===== config.mk =====
export PLATFORM = sky130hd
export DESIGN_NAME = scancode_to_ascii_fifo
export DESIGN_NICKNAME = d
export VERILOG_FILES = /design/src/design/scta_pkg.sv /design/src/design/scta_ram.sv /design/src/design/scta_decode.sv /design/src/design/scta_char_fifo.sv /design/src/design/scta_out_skid.sv /design/src/design/scancode_to_ascii_fifo.sv
export SDC_FILE = /design/constraint.sdc
export NUM_CORES = 1
export LEC_CHECK = 0
export BUFFER_PORTS_ARGS = -buffer_cell sky130_fd_sc_hd__buf_4
export CORE_MARGIN = 8
export CORE_UTILIZATION = 45
export CTS_CLUSTER_DIAMETER = 150
export CTS_CLUSTER_SIZE = 16
export DETAILED_ROUTE_END_ITERATION = 8
export PLACE_DENSITY_LB_ADDON = 0.25
export SLEW_MARGIN = 20
export SYNTH_ARGS = -nofsm -noshare
export SYNTH_HDL_FRONTEND = slang
export SYNTH_HIERARCHICAL = 1
export SYNTH_SLANG_ARGS = --single-unit

===== constraint.sdc =====
create_clock -name clk -period 5.2 [get_ports clk]
set_clock_uncertainty 0.15 [all_clocks]
set_input_delay 1.04 -clock clk [delete_from_list [all_inputs] [get_ports clk]]
set_output_delay 1.04 -clock clk [all_outputs]
set_load 0.005 [all_outputs]

===== src/design/scta_pkg.sv =====
// shared types, key codes and set-1 character tables for the scancode decoder
// no dependencies
package scta_pkg;

    localparam logic [7:0] KEY_RELEASE_BIT = 8'h80;
    localparam logic [7:0] KEY_CODE_MASK   = 8'h7f;
    localparam logic [7:0] KEY_LSHIFT      = 8'h2a;
    localparam logic [7:0] KEY_RSHIFT      = 8'h36;
    localparam logic [7:0] KEY_CAPS        = 8'h3a;
    localparam logic [7:0] KEY_TABLE_LEN   = 8'd58;

    localparam int CHAR_W = 7;

    typedef struct packed {
        logic              req;
        logic [CHAR_W-1:0] data;
    } push_t;

    typedef struct packed {
        logic [CHAR_W-1:0] read_char;
        logic              read_valid;
        logic              char_available;
        logic              dropped;
    } result_t;

    function automatic logic [CHAR_W-1:0] lower_char(input logic [5:0] code);
        logic [CHAR_W-1:0] ch;
        case (code)
            6'd2:  ch = 7'h31;  6'd3:  ch = 7'h32;  6'd4:  ch = 7'h33;  6'd5:  ch = 7'h34;
            6'd6:  ch = 7'h35;  6'd7:  ch = 7'h36;  6'd8:  ch = 7'h37;  6'd9:  ch = 7'h38;
            6'd10: ch = 7'h39;  6'd11: ch = 7'h30;  6'd12: ch = 7'h2d;  6'd13: ch = 7'h3d;
            6'd14: ch = 7'h08;  6'd15: ch = 7'h09;  6'd16: ch = 7'h71;  6'd17: ch = 7'h77;
            6'd18: ch = 7'h65;  6'd19: ch = 7'h72;  6'd20: ch = 7'h74;  6'd21: ch = 7'h79;
            6'd22: ch = 7'h75;  6'd23: ch = 7'h69;  6'd24: ch = 7'h6f;  6'd25: ch = 7'h70;
            6'd26: ch = 7'h5b;  6'd27: ch = 7'h5d;  6'd28: ch = 7'h0a;  6'd30: ch = 7'h61;
            6'd31: ch = 7'h73;  6'd32: ch = 7'h64;  6'd33: ch = 7'h66;  6'd34: ch = 7'h67;
            6'd35: ch = 7'h68;  6'd36: ch = 7'h6a;  6'd37: ch = 7'h6b;  6'd38: ch = 7'h6c;
            6'd39: ch = 7'h3b;  6'd40: ch = 7'h27;  6'd41: ch = 7'h60;  6'd43: ch = 7'h5c;
            6'd44: ch = 7'h7a;  6'd45: ch = 7'h78;  6'd46: ch = 7'h63;  6'd47: ch = 7'h76;
            6'd48: ch = 7'h62;  6'd49: ch = 7'h6e;  6'd50: ch = 7'h6d;  6'd51: ch = 7'h2c;
            6'd52: ch = 7'h2e;  6'd53: ch = 7'h2f;  6'd55: ch = 7'h2a;  6'd57: ch = 7'h20;
            default: ch = '0;
        endcase
        return ch;
    endfunction

    function automatic logic [CHAR_W-1:0] upper_char(input logic [5:0] code);
        logic [CHAR_W-1:0] ch;
        case (code)
            6'd2:  ch = 7'h21;  6'd3:  ch = 7'h40;  6'd4:  ch = 7'h23;  6'd5:  ch = 7'h24;
            6'd6:  ch = 7'h25;  6'd7:  ch = 7'h5e;  6'd8:  ch = 7'h26;  6'd9:  ch = 7'h2a;
            6'd10: ch = 7'h28;  6'd11: ch = 7'h29;  6'd12: ch = 7'h5f;  6'd13: ch = 7'h2b;
            6'd14: ch = 7'h08;  6'd15: ch = 7'h09;  6'd16: ch = 7'h51;  6'd17: ch = 7'h57;
            6'd18: ch = 7'h45;  6'd19: ch = 7'h52;  6'd20: ch = 7'h54;  6'd21: ch = 7'h59;
            6'd22: ch = 7'h55;  6'd23: ch = 7'h49;  6'd24: ch = 7'h4f;  6'd25: ch = 7'h50;
            6'd26: ch = 7'h7b;  6'd27: ch = 7'h7d;  6'd28: ch = 7'h0a;  6'd30: ch = 7'h41;
            6'd31: ch = 7'h53;  6'd32: ch = 7'h44;  6'd33: ch = 7'h46;  6'd34: ch = 7'h47;
            6'd35: ch = 7'h48;  6'd36: ch = 7'h4a;  6'd37: ch = 7'h4b;  6'd38: ch = 7'h4c;
            6'd39: ch = 7'h3a;  6'd40: ch = 7'h22;  6'd41: ch = 7'h7e;  6'd43: ch = 7'h7c;
            6'd44: ch = 7'h5a;  6'd45: ch = 7'h58;  6'd46: ch = 7'h43;  6'd47: ch = 7'h56;
            6'd48: ch = 7'h42;  6'd49: ch = 7'h4e;  6'd50: ch = 7'h4d;  6'd51: ch = 7'h3c;
            6'd52: ch = 7'h3e;  6'd53: ch = 7'h3f;  6'd55: ch = 7'h2a;  6'd57: ch = 7'h20;
            default: ch = '0;
        endcase
        return ch;
    endfunction

endpackage


===== src/design/scta_ram.sv =====
// generic single-write, single-read ram with registered read data
// no dependencies
module scta_ram #(
    parameter int WIDTH = 7,
    parameter int DEPTH = 16
) (
    input  logic                     clk,
    input  logic                     we,
    input  logic [$clog2(DEPTH)-1:0] waddr,
    input  logic [WIDTH-1:0]         wdata,
    input  logic [$clog2(DEPTH)-1:0] raddr,
    output logic [WIDTH-1:0]         rdata
);

    logic [WIDTH-1:0] mem [DEPTH];

    always_ff @(posedge clk)
    begin
        if (we)
        begin
            mem[waddr] <= wdata;
        end
        rdata <= mem[raddr];
    end

endmodule


===== src/design/scta_decode.sv =====
// set-1 scancode decoder: shift and caps lock state, character table lookup
// depends on scta_pkg
module scta_decode
    import scta_pkg::*;
(
    input  logic       clk,
    input  logic       rst_n,
    input  logic       scan_beat,
    input  logic [7:0] scan_byte,
    output push_t      push
);

    logic       shift_reg, shift_next;
    logic       caps_reg, caps_next;
    logic [7:0] key;
    logic [CHAR_W-1:0] ch;

    assign key = scan_byte & KEY_CODE_MASK;

    always_comb
    begin
        shift_next = shift_reg;
        caps_next  = caps_reg;
        push.req   = 1'b0;
        ch         = (shift_reg != caps_reg) ? upper_char(scan_byte[5:0])
                                             : lower_char(scan_byte[5:0]);
        push.data  = ch;
        if (scan_beat)
        begin
            if ((scan_byte & KEY_RELEASE_BIT) != 8'h00)
            begin
                if (key == KEY_LSHIFT || key == KEY_RSHIFT)
                begin
                    shift_next = 1'b0;
                end
            end
            else if (scan_byte == KEY_LSHIFT || scan_byte == KEY_RSHIFT)
            begin
                shift_next = 1'b1;
            end
            else if (scan_byte == KEY_CAPS)
            begin
                caps_next = !caps_reg;
            end
            else if (scan_byte < KEY_TABLE_LEN)
            begin
                push.req = (ch != '0);
            end
        end
    end

    always_ff @(posedge clk or negedge rst_n)
    begin
        if (!rst_n)
        begin
            shift_reg <= 1'b0;
            caps_reg  <= 1'b0;
        end
        else
        begin
            shift_reg <= shift_next;
            caps_reg  <= caps_next;
        end
    end

endmodule


===== src/design/scta_char_fifo.sv =====
// ring fifo of characters holding FIFO_DEPTH-1 entries, head prefetched from ram
// depends on scta_pkg and scta_ram
module scta_char_fifo
    import scta_pkg::*;
#(
    parameter int FIFO_DEPTH = 16
) (
    input  logic              clk,
    input  logic              rst_n,
    input  push_t             push,
    input  logic              pop_req,
    output logic [CHAR_W-1:0] head,
    output logic              popped,
    output logic              dropped,
    output logic              avail
);

    localparam int IDX_W = $clog2(FIFO_DEPTH);
    localparam logic [IDX_W-1:0] LAST = IDX_W'(FIFO_DEPTH - 1);

    logic [IDX_W-1:0]  wr_reg, wr_next, wr_inc;
    logic [IDX_W-1:0]  rd_reg, rd_next, rd_inc;
    logic              empty, full, do_push;
    logic              bypass_valid_reg, bypass_valid_next;
    logic [CHAR_W-1:0] bypass_data_reg;
    logic [CHAR_W-1:0] ram_rdata;

    always_comb
    begin
        wr_inc  = (wr_reg == LAST) ? '0 : wr_reg + 1'b1;
        rd_inc  = (rd_reg == LAST) ? '0 : rd_reg + 1'b1;
        empty   = (rd_reg == wr_reg);
        full    = (wr_inc == rd_reg);
        popped  = pop_req && !empty;
        do_push = push.req && !full;
        dropped = push.req && full;
        wr_next = do_push ? wr_inc : wr_reg;
        rd_next = popped ? rd_inc : rd_reg;
        avail   = (rd_next != wr_next);
        // ram read of the new head misses a write to that same slot this cycle
        bypass_valid_next = do_push && (wr_reg == rd_next);
        head    = bypass_valid_reg ? bypass_data_reg : ram_rdata;
    end

    scta_ram #(
        .WIDTH (CHAR_W),
        .DEPTH (FIFO_DEPTH)
    ) u_ram (
        .clk   (clk),
        .we    (do_push),
        .waddr (wr_reg),
        .wdata (push.data),
        .raddr (rd_next),
        .rdata (ram_rdata)
    );

    always_ff @(posedge clk or negedge rst_n)
    begin
        if (!rst_n)
        begin
            wr_reg           <= '0;
            rd_reg           <= '0;
            bypass_valid_reg <= 1'b0;
        end
        else
        begin
            wr_reg           <= wr_next;
            rd_reg           <= rd_next;
            bypass_valid_reg <= bypass_valid_next;
        end
    end

    always_ff @(posedge clk)
    begin
        bypass_data_reg <= push.data;
    end

endmodule


===== src/design/scta_out_skid.sv =====
// output register with a skid entry, stall toward the input is registered
// depends on scta_pkg
module scta_out_skid
    import scta_pkg::*;
(
    input  logic    clk,
    input  logic    rst_n,
    input  logic    in_beat,
    input  result_t in_data,
    output logic    in_stall,
    output logic    out_valid,
    input  logic    out_stall,
    output result_t out_data
);

    logic    out_valid_reg, out_valid_next;
    logic    skid_valid_reg, skid_valid_next;
    result_t out_data_reg, out_data_next;
    result_t skid_data_reg, skid_data_next;
    logic    take;

    assign take      = out_valid_reg && !out_stall;
    assign in_stall  = skid_valid_reg;
    assign out_valid = out_valid_reg;
    assign out_data  = out_data_reg;

    always_comb
    begin
        out_valid_next  = out_valid_reg;
        skid_valid_next = skid_valid_reg;
        out_data_next   = out_data_reg;
        skid_data_next  = skid_data_reg;
        if (take)
        begin
            if (skid_valid_reg)
            begin
                out_data_next   = skid_data_reg;
                skid_valid_next = 1'b0;
            end
            else if (in_beat)
            begin
                out_data_next = in_data;
            end
            else
            begin
                out_valid_next = 1'b0;
            end
        end
        else if (in_beat)
        begin
            if (!out_valid_reg)
            begin
                out_data_next  = in_data;
                out_valid_next = 1'b1;
            end
            else
            begin
                skid_data_next  = in_data;
                skid_valid_next = 1'b1;
            end
        end
    end

    always_ff @(posedge clk or negedge rst_n)
    begin
        if (!rst_n)
        begin
            out_valid_reg  <= 1'b0;
            skid_valid_reg <= 1'b0;
        end
        else
        begin
            out_valid_reg  <= out_valid_next;
            skid_valid_reg <= skid_valid_next;
        end
    end

    always_ff @(posedge clk)
    begin
        out_data_reg  <= out_data_next;
        skid_data_reg <= skid_data_next;
    end

endmodule


===== src/design/scancode_to_ascii_fifo.sv =====
// top level: set-1 scancode to ascii decoder with character fifo
// depends on scta_pkg, scta_decode, scta_char_fifo, scta_ram, scta_out_skid
//
// Each input beat is either a raw set-1 scancode (action 0) or a request to read one
// character (action 1), and every beat yields exactly one result beat. One beat is
// accepted per clock while in_stall is low; its result is registered in the output
// register, or in the skid entry behind a stalled result. The decode, the fifo
// pointer update and the head selection all settle in the accepting cycle, with the
// fifo head prefetched from the registered-read ram. A skid entry behind the output
// register lets one more beat in while a result is stalled; in_stall rises only when
// that entry is occupied. A read on an empty fifo returns read_valid 0, and a character
// that finds the fifo full (FIFO_DEPTH-1 entries) is discarded and flagged by dropped.
module scancode_to_ascii_fifo
    import scta_pkg::*;
#(
    parameter int FIFO_DEPTH = 16
) (
    input  logic       clk,
    input  logic       rst_n,
    input  logic       in_valid,
    output logic       in_stall,
    input  logic       action,
    input  logic [7:0] scan_byte,
    output logic       out_valid,
    input  logic       out_stall,
    output logic [6:0] read_char,
    output logic       read_valid,
    output logic       char_available,
    output logic       dropped
);

    logic              accept;
    push_t             push;
    logic [CHAR_W-1:0] head;
    logic              popped, lost, avail;
    result_t           result, out_data;

    assign accept = in_valid && !in_stall;

    scta_decode u_decode (
        .clk       (clk),
        .rst_n     (rst_n),
        .scan_beat (accept && !action),
        .scan_byte (scan_byte),
        .push      (push)
    );

    scta_char_fifo #(
        .FIFO_DEPTH (FIFO_DEPTH)
    ) u_fifo (
        .clk     (clk),
        .rst_n   (rst_n),
        .push    (push),
        .pop_req (accept && action),
        .head    (head),
        .popped  (popped),
        .dropped (lost),
        .avail   (avail)
    );

    always_comb
    begin
        result.read_char      = popped ? head : '0;
        result.read_valid     = popped;
        result.char_available = avail;
        result.dropped        = lost;
    end

    scta_out_skid u_skid (
        .clk       (clk),
        .rst_n     (rst_n),
        .in_beat   (accept),
        .in_data   (result),
        .in_stall  (in_stall),
        .out_valid (out_valid),
        .out_stall (out_stall),
        .out_data  (out_data)
    );

    assign read_char      = out_data.read_char;
    assign read_valid     = out_data.read_valid;
    assign char_available = out_data.char_available;
    assign dropped        = out_data.dropped;

    // skid entry is only used behind a full output register
    assert property (@(posedge clk) disable iff (!rst_n) in_stall |-> out_valid)
        else $error("skid entry occupied with empty output register");

    // a beat that meets a stalled result has to land in the skid entry
    assert property (@(posedge clk) disable iff (!rst_n)
        (out_valid && out_stall && accept) |=> in_stall)
        else $error("beat accepted behind stalled result was not held");

    // a read never drops, and every popped character is nonzero
    assert property (@(posedge clk) disable iff (!rst_n)
        (out_valid && read_valid) |-> (!dropped && read_char != 7'h00))
        else $error("bad read result");

endmodule

== Word level (Yosys, flattened, before mapping) ==
Memory sizes are Yosys's and may differ from the RTL's. A register that Yosys moved wholly into a read port is not among the register bits.
Cells that the tools add are included.

* Bits in registers: 40
* Latch bits: 0
* Memory bits (writable): 112
* Memory bits (read-only): 896
* Input bits: 13
* Output and inout port bits: 12
* Word-level logic and storage cells: 97
* Memories kept: 3

{| class="wikitable"
|+ Memory list
! memory !! depth !! width !! rd ports !! clocked after Yosys merged registers in !! wr ports !! line !! RTL
|-
| (name not given) || 64 || 7 || 1 || 0 || 0 || scta_pkg.sv:49 || <nowiki>case (code)</nowiki>
|-
| (name not given) || 64 || 7 || 1 || 0 || 0 || scta_pkg.sv:28 || <nowiki>case (code)</nowiki>
|-
| u_fifo.u_ram.mem || 16 || 7 || 1 || 1 || 1 || scta_ram.sv:15 || <nowiki>logic [WIDTH-1:0] mem [DEPTH];</nowiki>
|}

* $add $sub $neg: 2
* Multiply operators: 0
* Divide/modulo/power cells: 0
* $lt $le $gt $ge: 1
* Equality and inequality tests: 16
* Shift operators: 0
* Multiplexer cells: 29
* Bitwise operators: 3
* Reduce and logical (&&, ||, !) cells: 27

{| class="wikitable"
|+ Operators by type and width
! operator !! number
|-
| 10-bit 2-to-1 mux || 5
|-
| 8-bit by 6-bit == test with 1-bit output, second input constant || 3
|-
| 7-bit 2-to-1 mux || 3
|-
| 1-bit 2-to-1 mux || 17
|-
| 4-bit 2-to-1 mux || 4
|-
| 7-bit by 6-bit == test with 1-bit output, second input constant || 2
|-
| 4-bit == test || 3
|-
| 3-bit AND reduction || 4
|-
| 4-bit by 1-bit adder with 4-bit output, second input constant || 2
|-
| 4-bit == test, second input constant || 2
|-
| 1-bit logical AND || 8
|-
| 8-bit by 6-bit less-than comparator with 1-bit output, second input constant || 1
|-
| 2-bit nonzero test || 4
|-
| 7-bit nonzero test || 1
|-
| 1-bit zero test || 6
|-
| 2-bit inequality test, second input constant || 3
|-
| 4-bit inequality test || 1
|-
| 4-bit AND reduction || 1
|-
| 1-bit NOT || 3
|-
| 1-bit logical OR || 2
|-
| 2-bit by 1-bit inequality test with 1-bit output, second input constant || 1
|-
| 2-bit AND reduction || 1
|-
| 1-bit inequality test || 1
|}

== Longest topological paths before layout ==
Gate-level depths: netlist (run 1).

* Word-level depth: 14
* Mapped depth: 17
* Gate-level depth less buffers: 15

== By module ==
The synthesis (run 1) kept the hierarchy.

{| class="wikitable"
|+ By module, submodules not included
! module !! instances !! cells each !! area an instance (um^2) !! sequential area each (um^2)
|-
| scta_ram || 1 || 203 || 4530.6 || 3503.4
|-
| scta_decode || 1 || 184 || 1291.2 || 50.0
|-
| scta_char_fifo || 1 || 90 || 938.4 || 365.4
|-
| scta_out_skid || 1 || 44 || 894.6 || 650.6
|-
| scancode_to_ascii_fifo || 1 || 10 || 71.3 || 0.0
|}

== Worst setup path before layout (run 1) ==
Ideal clock, no wire load.

* Path kind: input to register
* Start: in scan_byte[1]
* End: mem u_fifo.u_ram.mem[0][0] (enable)
* Setup time: 380 ps
* Arrival time: 4431 ps
* Data required time: 4670 ps
* Setup slack: 239 ps
* Stages on the path: 13
* Buffers on the path: 1
* Cells stage by stage: buf_4 > inv_1 > ha_1 > o21a_1 > a311oi_1 > a211oi_1 > a311oi_2 > nor4_1 > a31oi_1 > o21ai_1 > inv_1 > or3b_2 > nor3_1

{| class="wikitable"
|+ RTL lines
! element !! line !! RTL
|-
| start, declared || scancode_to_ascii_fifo.sv:23 || <nowiki>input logic [7:0] scan_byte,</nowiki>
|-
| end, declared || scta_ram.sv:15 ||
|}

==> impl_results.md, run 1 <==
* Diode count at 0
* Postcts setup bufs at 0
* Max cap viols at 0
* Sequential share of the synthesized area at 59.14%
* Dpl ws at approximately 0.41 ns
* Synth Area in Adders at between 2 and 3%
* Critical path capture point type: register
* CTS Hold Bufs at 0
* Setup_tns at 0 ns
* Reg area at approximately 4600 um2
* Mapped Nets at 561
* Critical path type: in -> reg
* Slowest CP cell: or3b_2
* Clock Tree Buf Depth at 2
* Max VDD drop at 0.2647 mV
* Multi-input logic area at 2854 um2
* Average size of a mapped cell at 14.55 um2
* Simple-gate share of the synthesized area at a little under a tenth
* Final wirelength at about 17 mm
* DRC at 0
* Hold WC Path Type: in -> async
* Crit path largest cell delay at ~0.50 ns
* Die ar. at between 20000 and 25000 um2
* Final Max Slew Viols at 0
* # setup viols final at 0
* Die width at 147.0 um
* Status: completed
* CORE AREA at between 15000 and 20000 um2
* CP required at ~5.2 ns
* Cell breakdown of the critical path: buf_4 -> inv_1 -> ha_1 -> o21a_1 -> a311oi_1 -> a211oi_1 -> a311oi_2 -> nor4_1 -> a31oi_1 -> o21ai_1 -> inv_1 -> or3b_2 -> nor3_1 -> buf_4
* Fmax at roughly 0.23 GHz
* Design Power at a little over 4 mW
* Largest net degree at the start of global routing at 36
* GRT overflow at 0
* Unrepaired setup endpoints after global routing: no
* CP Max Fanout at 16
* Top FF cell, synth: edfxtp_1
* Mapped Area at 7726 um2
* Post-synthesis xor/xnor area fraction at under 10%
* Power per Cell Area at 468.3 nW/um2
* Worst slew pin tran at between 0.7 and 0.8 ns
* Vias per cell at about 5.8
* #FFs+latches synth at between 150 and 200
* Global-route wire length before repair at around 26 mm
* Initial DRT Pass Iterations at 5
* Number of global-route vias before repair at between 4000 and 5000
* PortBufs at 24
* Clk Latency, worst-skew pair at between 0.4 and 0.5 ns
* Post-synth EDFFs at 132
* Initial DRC Count at between 400 and 500
* Post-synthesis cell type count at 70
* Post-Synthesis Cells at between 500 and 600
* Number of H-tree levels at 4
* DP HPWL at around 11 mm
* CP Data Arrival Time at roughly 4.4 ns
* Mux cell area share after synthesis at 13.38%
* CTS tree: built
* Die height at ~150 um
* Max-slew headroom at between 50 and 60%
* Max FFs per register at ~110
* Clock slew at reported path FFs at 0.06 ns
* I/O pin cnt at 25
* Ys async rst share at 8.176%
* Gr usage total at between 10% and 20%
* Final net count at 600
* TritonCTS buffer count at 17
* Yosys warns at 6
* Vias at about 4700
* Post-CTS Resized at 0
* WHS at a little over 0.3 ns
* Post-synthesis compound-gate area fraction at 9.004%
* FILL cells at between 1000 and 1500
* Final worst-path cycle share at a little under nine tenths
* Final min period at roughly 4.4 ns
* Clk sinks at 159
* Ratio of cells with drive above 1 in the final layout at roughly a fifth
* Cell row count at 48
* Clock Tree Root: clkbuf_16
* Wire length per cell at ~21 um
* Combinational family with the most area after synthesis: multiplexers
* P_leak at 3.152 nW
* Antenna Nets Post-Route at 0
* Antenna violations before repair at 1
* Final weighted congestion in routability-driven placement at ~0.9
* Layout area overhead at 13.20%
* Post-route setup slack at 0.7592 ns
* Hold Fails Final Rpt at 0
* Starting Density at a little under half
* Post-route core utilization at approximately half
* Critical path launch point type: primary input
cells by family after synthesis:
group                      count (synthesis)
AOI/OAI and AO/OA                         93
xor gates and xnor gates                  22
adders and majority gates                 17
buffers and inverters                     53
DFF                                      159
muxes                                     54
and+or+nand+nor                          133
worst max-delay path, delay by kind of cell:
family / cells / cell delay (ns)
AO/OA/AOI/OAI: 6 / 1.48
adder cells (fa/ha/maj): 1 / 0.35
buffers and inverters: 4 / 0.79
AND/OR/NAND/NOR: 3 / 0.76
cell type report:
type / count / share of cell area [%]
inverter: 22 / 0.9442
timing repair buffer: 51 / 4.378
clock buffer: 19 / 4.950
clock inverter: 12 / 1.631
tap: 225 / 3.219
multi-input combinational: 319 / 32.63
sequential: 159 / 52.25
power breakdown:
part / switching [mW] / leakage, nW / internal [mW] / total [mW]
clock network: 0.469 / 0.284 / 0.747 / 1.22
logic: 0.666 / 1.39 / 0.576 / 1.24
registers: 0.107 / 1.48 / 1.53 / 1.64
total: 1.24 / 3.15 / 2.85 / 4.10
final timing paths:
kind | cells after the start | endpoint | from | slack (ns)
max | 14 | u_fifo/u_ram/mem[0][3] | scan_byte[1] | 0.76
min | 1 | u_skid/in_stall | rst_n | 0.31
max reg2reg | 11 | u_fifo/u_ram/mem[0][3] | u_decode/shift_reg | 1.35
min reg2reg | 1 | u_skid/out_data[2] | u_skid/skid_data_reg[2] | 0.40
max in group asynchronous | 1 | u_fifo/rd_reg[1] | rst_n | 4.42
min in group clk | 1 | u_skid/out_data[2] | u_skid/skid_data_reg[2] | 0.40
layer usage:
metal / wire length (um) / vias up / global-route usage [%]
met1: 7186 / 2371 / 19.61
met5: 0 / - / 0
li1: - / 2148 / -
met4: 176 / 0 / 4.844
met2: 8532 / 131 / 26.59
met3: 692 / 13 / 3.630
Yosys cell counts, types with 12 or more instances:
library cell / instances / share of area (%)
xnor2_1: 14 / 1.6
o21ai_0: 16 / 1.0
nor3_1: 13 / 0.84
nand2b_1: 12 / 0.97
nand2_1: 27 / 1.3
mux4_2: 12 / 3.5
ha_1: 17 / 2.8
mux4_1: 17 / 5.8
inv_1: 20 / 0.97
dfxtp_1: 14 / 3.6
nor2_1: 27 / 1.3
a22oi_1: 14 / 1.4
nand3_1: 14 / 0.91
edfxtp_1: 132 / 51
dfrtp_1: 13 / 4.2
metrics by stage:
step | std cells | instance area, um2
global route | 807 | 8746
global placement | 776 | 8170
floorplan | 531 | 7726
finish | 807 | 8746
CTS | 807 | 8746
detailed placement | 776 | 8170
cells in the final DEF (no fill, tap or decap), drive strengths merged, types with 3 or more instances in the layout:
cell type	synthesis	layout
xor2	7	7
a21oi	10	10
buf	24	51
nand4	4	4
clkbuf	7	19
mux2	20	20
nor2	27	27
ha	17	17
a211oi	6	6
bufinv	0	3
dfrtp	13	13
nand2b	12	12
o21ai	17	17
nor2b	8	8
inv	20	22
a22oi	14	14
edfxtp	132	132
nor3	13	13
nand3b	4	4
dfxtp	14	14
a211o	3	3
nand3	14	14
o41ai	3	3
a31oi	9	9
o221ai	3	3
clkinv	2	9
and2	10	10
mux2i	5	5
nand2	27	27
xnor2	15	15
a311oi	5	5
mux4	29	29
(Power assumes the default switching activity.)
==> run 2: changes to the inputs <==
--- a/config.mk
+++ b/config.mk
@@ -12,6 +12,7 @@
 export CTS_CLUSTER_SIZE = 16
 export DETAILED_ROUTE_END_ITERATION = 8
 export PLACE_DENSITY_LB_ADDON = 0.25
+export SETUP_SLACK_MARGIN = 0.15
 export SLEW_MARGIN = 20
 export SYNTH_ARGS = -nofsm -noshare
 export SYNTH_HDL_FRONTEND = slang
==> constraint.sdc (replaced) <==
create_clock -name clk -period 5.2 [get_ports clk]
set_clock_uncertainty 0.15 [all_clocks]
set_input_delay 0.26 -clock clk [delete_from_list [all_inputs] [get_ports clk]]
set_output_delay 0.26 -clock clk [all_outputs]
set_load 0.005 [all_outputs]
==> impl_results.md, run 2 (synthesized netlist as in run 1, its figures left out) <==
* Unrepaired setup endpoints after global routing: no
* Global-route wire length before repair at 25.47 mm (-2.6%)
* Final wirelength at 16.29 mm (-1.8%)
* CP Max Fanout at 18 (+2)
* Worst hold path startpoint: scan_byte[6]
* Antenna Nets Post-Route at 0 (unchanged)
* Largest net degree at the start of global routing at 46 (+28%)
* Vias per cell at 5.882 (+1.8%)
* Design Power at 4.125 mW (+0.72%)
* GRT overflow at 0 (unchanged)
* WP buf/inv at 2 (-2)
* Critical path type: reg -> reg
* Clock Tree Buf Depth at 2 (unchanged)
* Ratio of cells with drive above 1 in the final layout at 19.30% (-1.7 points)
* Worst slew pin tran at 0.8397 ns (+0.1061 ns)
* Cell row count at 48 (unchanged)
* WHS at 0.04874 ns (-0.2594 ns)
* NetSw at 1.222 mW (-1.6%)
* Layout area overhead at 12.66%
* CP required at 5.09 ns (-0.09 ns)
* Commonest cells after routing, fill and taps aside: edfxtp_1, buf_4, nor2_1, nand2_1, inv_1
* Die width at 147.0 um (unchanged)
* Crit path largest cell delay at 0.52 ns (+0.02 ns)
* Wire length per cell at 20.49 um (-0.33%)
* Reg power frac at 39.7% (-0.3 points)
* Internal at 2.904 mW (+1.8%)
* Status: completed
* Post-CTS Resized at 0 (unchanged)
* Max-slew headroom at 43.81% (-7.2 points)
* Final min period at 4.297 ns (-0.1442 ns)
* Clock slew at reported path FFs at 0.06 ns (about the same)
* # setup viols final at 0 (unchanged)
* Antenna violations before repair at 0 (-1)
* Clk Latency, worst-skew pair at 0.41 ns (about the same)
* Max FFs per register at 112 (unchanged)
* CORE AREA at 17060 um2 (unchanged)
* Clock Power Share at 31.2% (+1.5 points)
* Die height at 147.0 um (unchanged)
* Clk sinks at 159 (unchanged)
* DP HPWL at 10.90 mm (-0.57%)
* TritonCTS buffer count at 17 (unchanged)
* RR Endpoint: u_fifo/u_ram/mem[1][5]
* PortBufs at 24 (unchanged)
* CP Data Arrival Time at 4.19 ns (-0.23 ns)
* Max VDD drop at 0.2140 mV (-19%)
* Clock Tree Root: clkbuf_16
* P_leak at 3.101 nW (-1.6%)
* Power per Cell Area at 473.9 nW/um2 (+1.2%)
* Final Max Slew Viols at 0 (unchanged)
* Sw frac at 29.61% (-0.71 points)
* Final worst-path cycle share at 82.63% (-2.8 points)
* I/O pin cnt at 25 (unchanged)
* CP top delay family: compound AO/OA/AOI/OAI gates
* R2R setup slack at 0.90 ns (-0.45 ns)
* Starting Density at 45.30% (unchanged)
* Hold WC Path Type: in -> reg
* Gr usage total at 15.13% (-0.57 points)
* Logic pwr share at 29.1% (-1.2 points)
* Number of global-route vias before repair at 4561 (-1.5%)
* Vias at 4676 (+0.28%)
* Hold Fails Final Rpt at 0 (unchanged)
* DRC at 0 (unchanged)
* Slowest CP cell: xnor2_2
* Fmax at 0.2327 GHz (+3.4%)
* Initial DRT Pass Iterations at 6 (+1)
* Setup_tns at 0 ns (unchanged)
* Critical path launch point type: register
* Final weighted congestion in routability-driven placement at 0.8950 (+1.7%)
* Hold Path Sink: u_decode/caps_reg
* Die ar. at 21620 um2 (unchanged)
* CTS tree: built
* Cell breakdown of the critical path: xnor2_2 -> mux2i_1 -> a221oi_1 -> o22ai_1 -> buf_4 -> a21oi_1 -> a31oi_1 -> o21ai_1 -> inv_1 -> or3b_2 -> nor2_1
* Critical path capture point type: register
* Final net count at 588 (-2.0%)
* Initial DRC Count at 429 (-6.9%)
* Reg2Reg Depth at 11 (unchanged)
* Commonest non-fill, non-tap cell in the layout: edfxtp_1
* Diode count at 0 (unchanged)
* Max cap viols at 0 (unchanged)
* Hold path depth at 4
* FF-to-FF Start: u_decode/shift_reg
* Number of H-tree levels at 4 (unchanged)
-- run 2: how the worst max path moves through the flow --
stage | from | to | slack (ns) | cells after the start
6_report | u_decode/shift_reg | u_fifo/u_ram/mem[1][5] | 0.90 | 11
5_1_grt | u_decode/shift_reg | u_fifo/u_ram/mem[1][5] | 0.67 | 11
4_1_cts | u_decode/shift_reg | u_fifo/u_ram/mem[1][5] | 0.94 | 11
3_5_place_dp | scan_byte[2] | u_fifo/u_ram/mem[1][3] | 0.66 | 14
3_3_place_gp | scan_byte[2] | u_fifo/u_ram/mem[1][6] | 0.89 | 14
2_1_floorplan | scan_byte[1] | u_fifo/u_ram/mem[0][0] | 1.02 | 13
-- run 2: cell type report --
class	instances	area (um2)
fillers	1431	8352
flip-flops and latches	159	4569
multi-input cells	319	2854
clock buffers	18	429.2
repair buffers	39	300.3
well taps	225	281.5
clock inverters	13	187.7
inverters	22	82.58
-- run 2: repair_timing --
item / 4_1_cts / 5_1_grt
hold buffers: 3 / 0
setup buffers: 0 / 0
endpoints found under the hold margin: 15 / 0
-- run 2: metal layers --
| metal | vias up | share of wire, % | global-route usage [%] |
|---|---|---|---|
| li1 | 2126 | - | - |
| met1 | 2354 | 43 | 19.44 |
| met4 | 0 | 1.6 | 5.762 |
| met5 | - | 0 | 0 |
| met2 | 179 | 50 | 25.02 |
| met3 | 17 | 5.0 | 2.830 |
-- run 2: power by group through the flow --
stage | logic [mW] | clock network, mW | registers, mW
2_1_floorplan | 0.962 | 0 | 1.62
3_3_place_gp | 1.20 | 0 | 1.66
3_5_place_dp | 1.21 | 0 | 1.67
4_1_cts | 1.22 | 1.32 | 1.64
5_1_grt | 1.30 | 1.36 | 1.65
6_report | 1.20 | 1.29 | 1.64
-- run 2: worst min-delay path, stage by stage --
cell,delay (ns)
buf_4,0.08
nor3_1,0.05
nand3_1,0.10
xnor2_1,0.07
-- run 2: per-stage QoR --
step | setup WS [ns] | utilization, % | cell area (um2) | instances
6_report | 0.9034 | 51.03 | 8705 | 795
5_1_grt | 0.6722 | 51.03 | 8705 | 795
4_1_cts | 0.9374 | 51.03 | 8705 | 795
3_5_place_dp | 0.6588 | 47.24 | 8058 | 761
3_3_place_gp | 0.8867 | 47.24 | 8058 | 761
2_1_floorplan | 1.019 | - | 7726 | 531
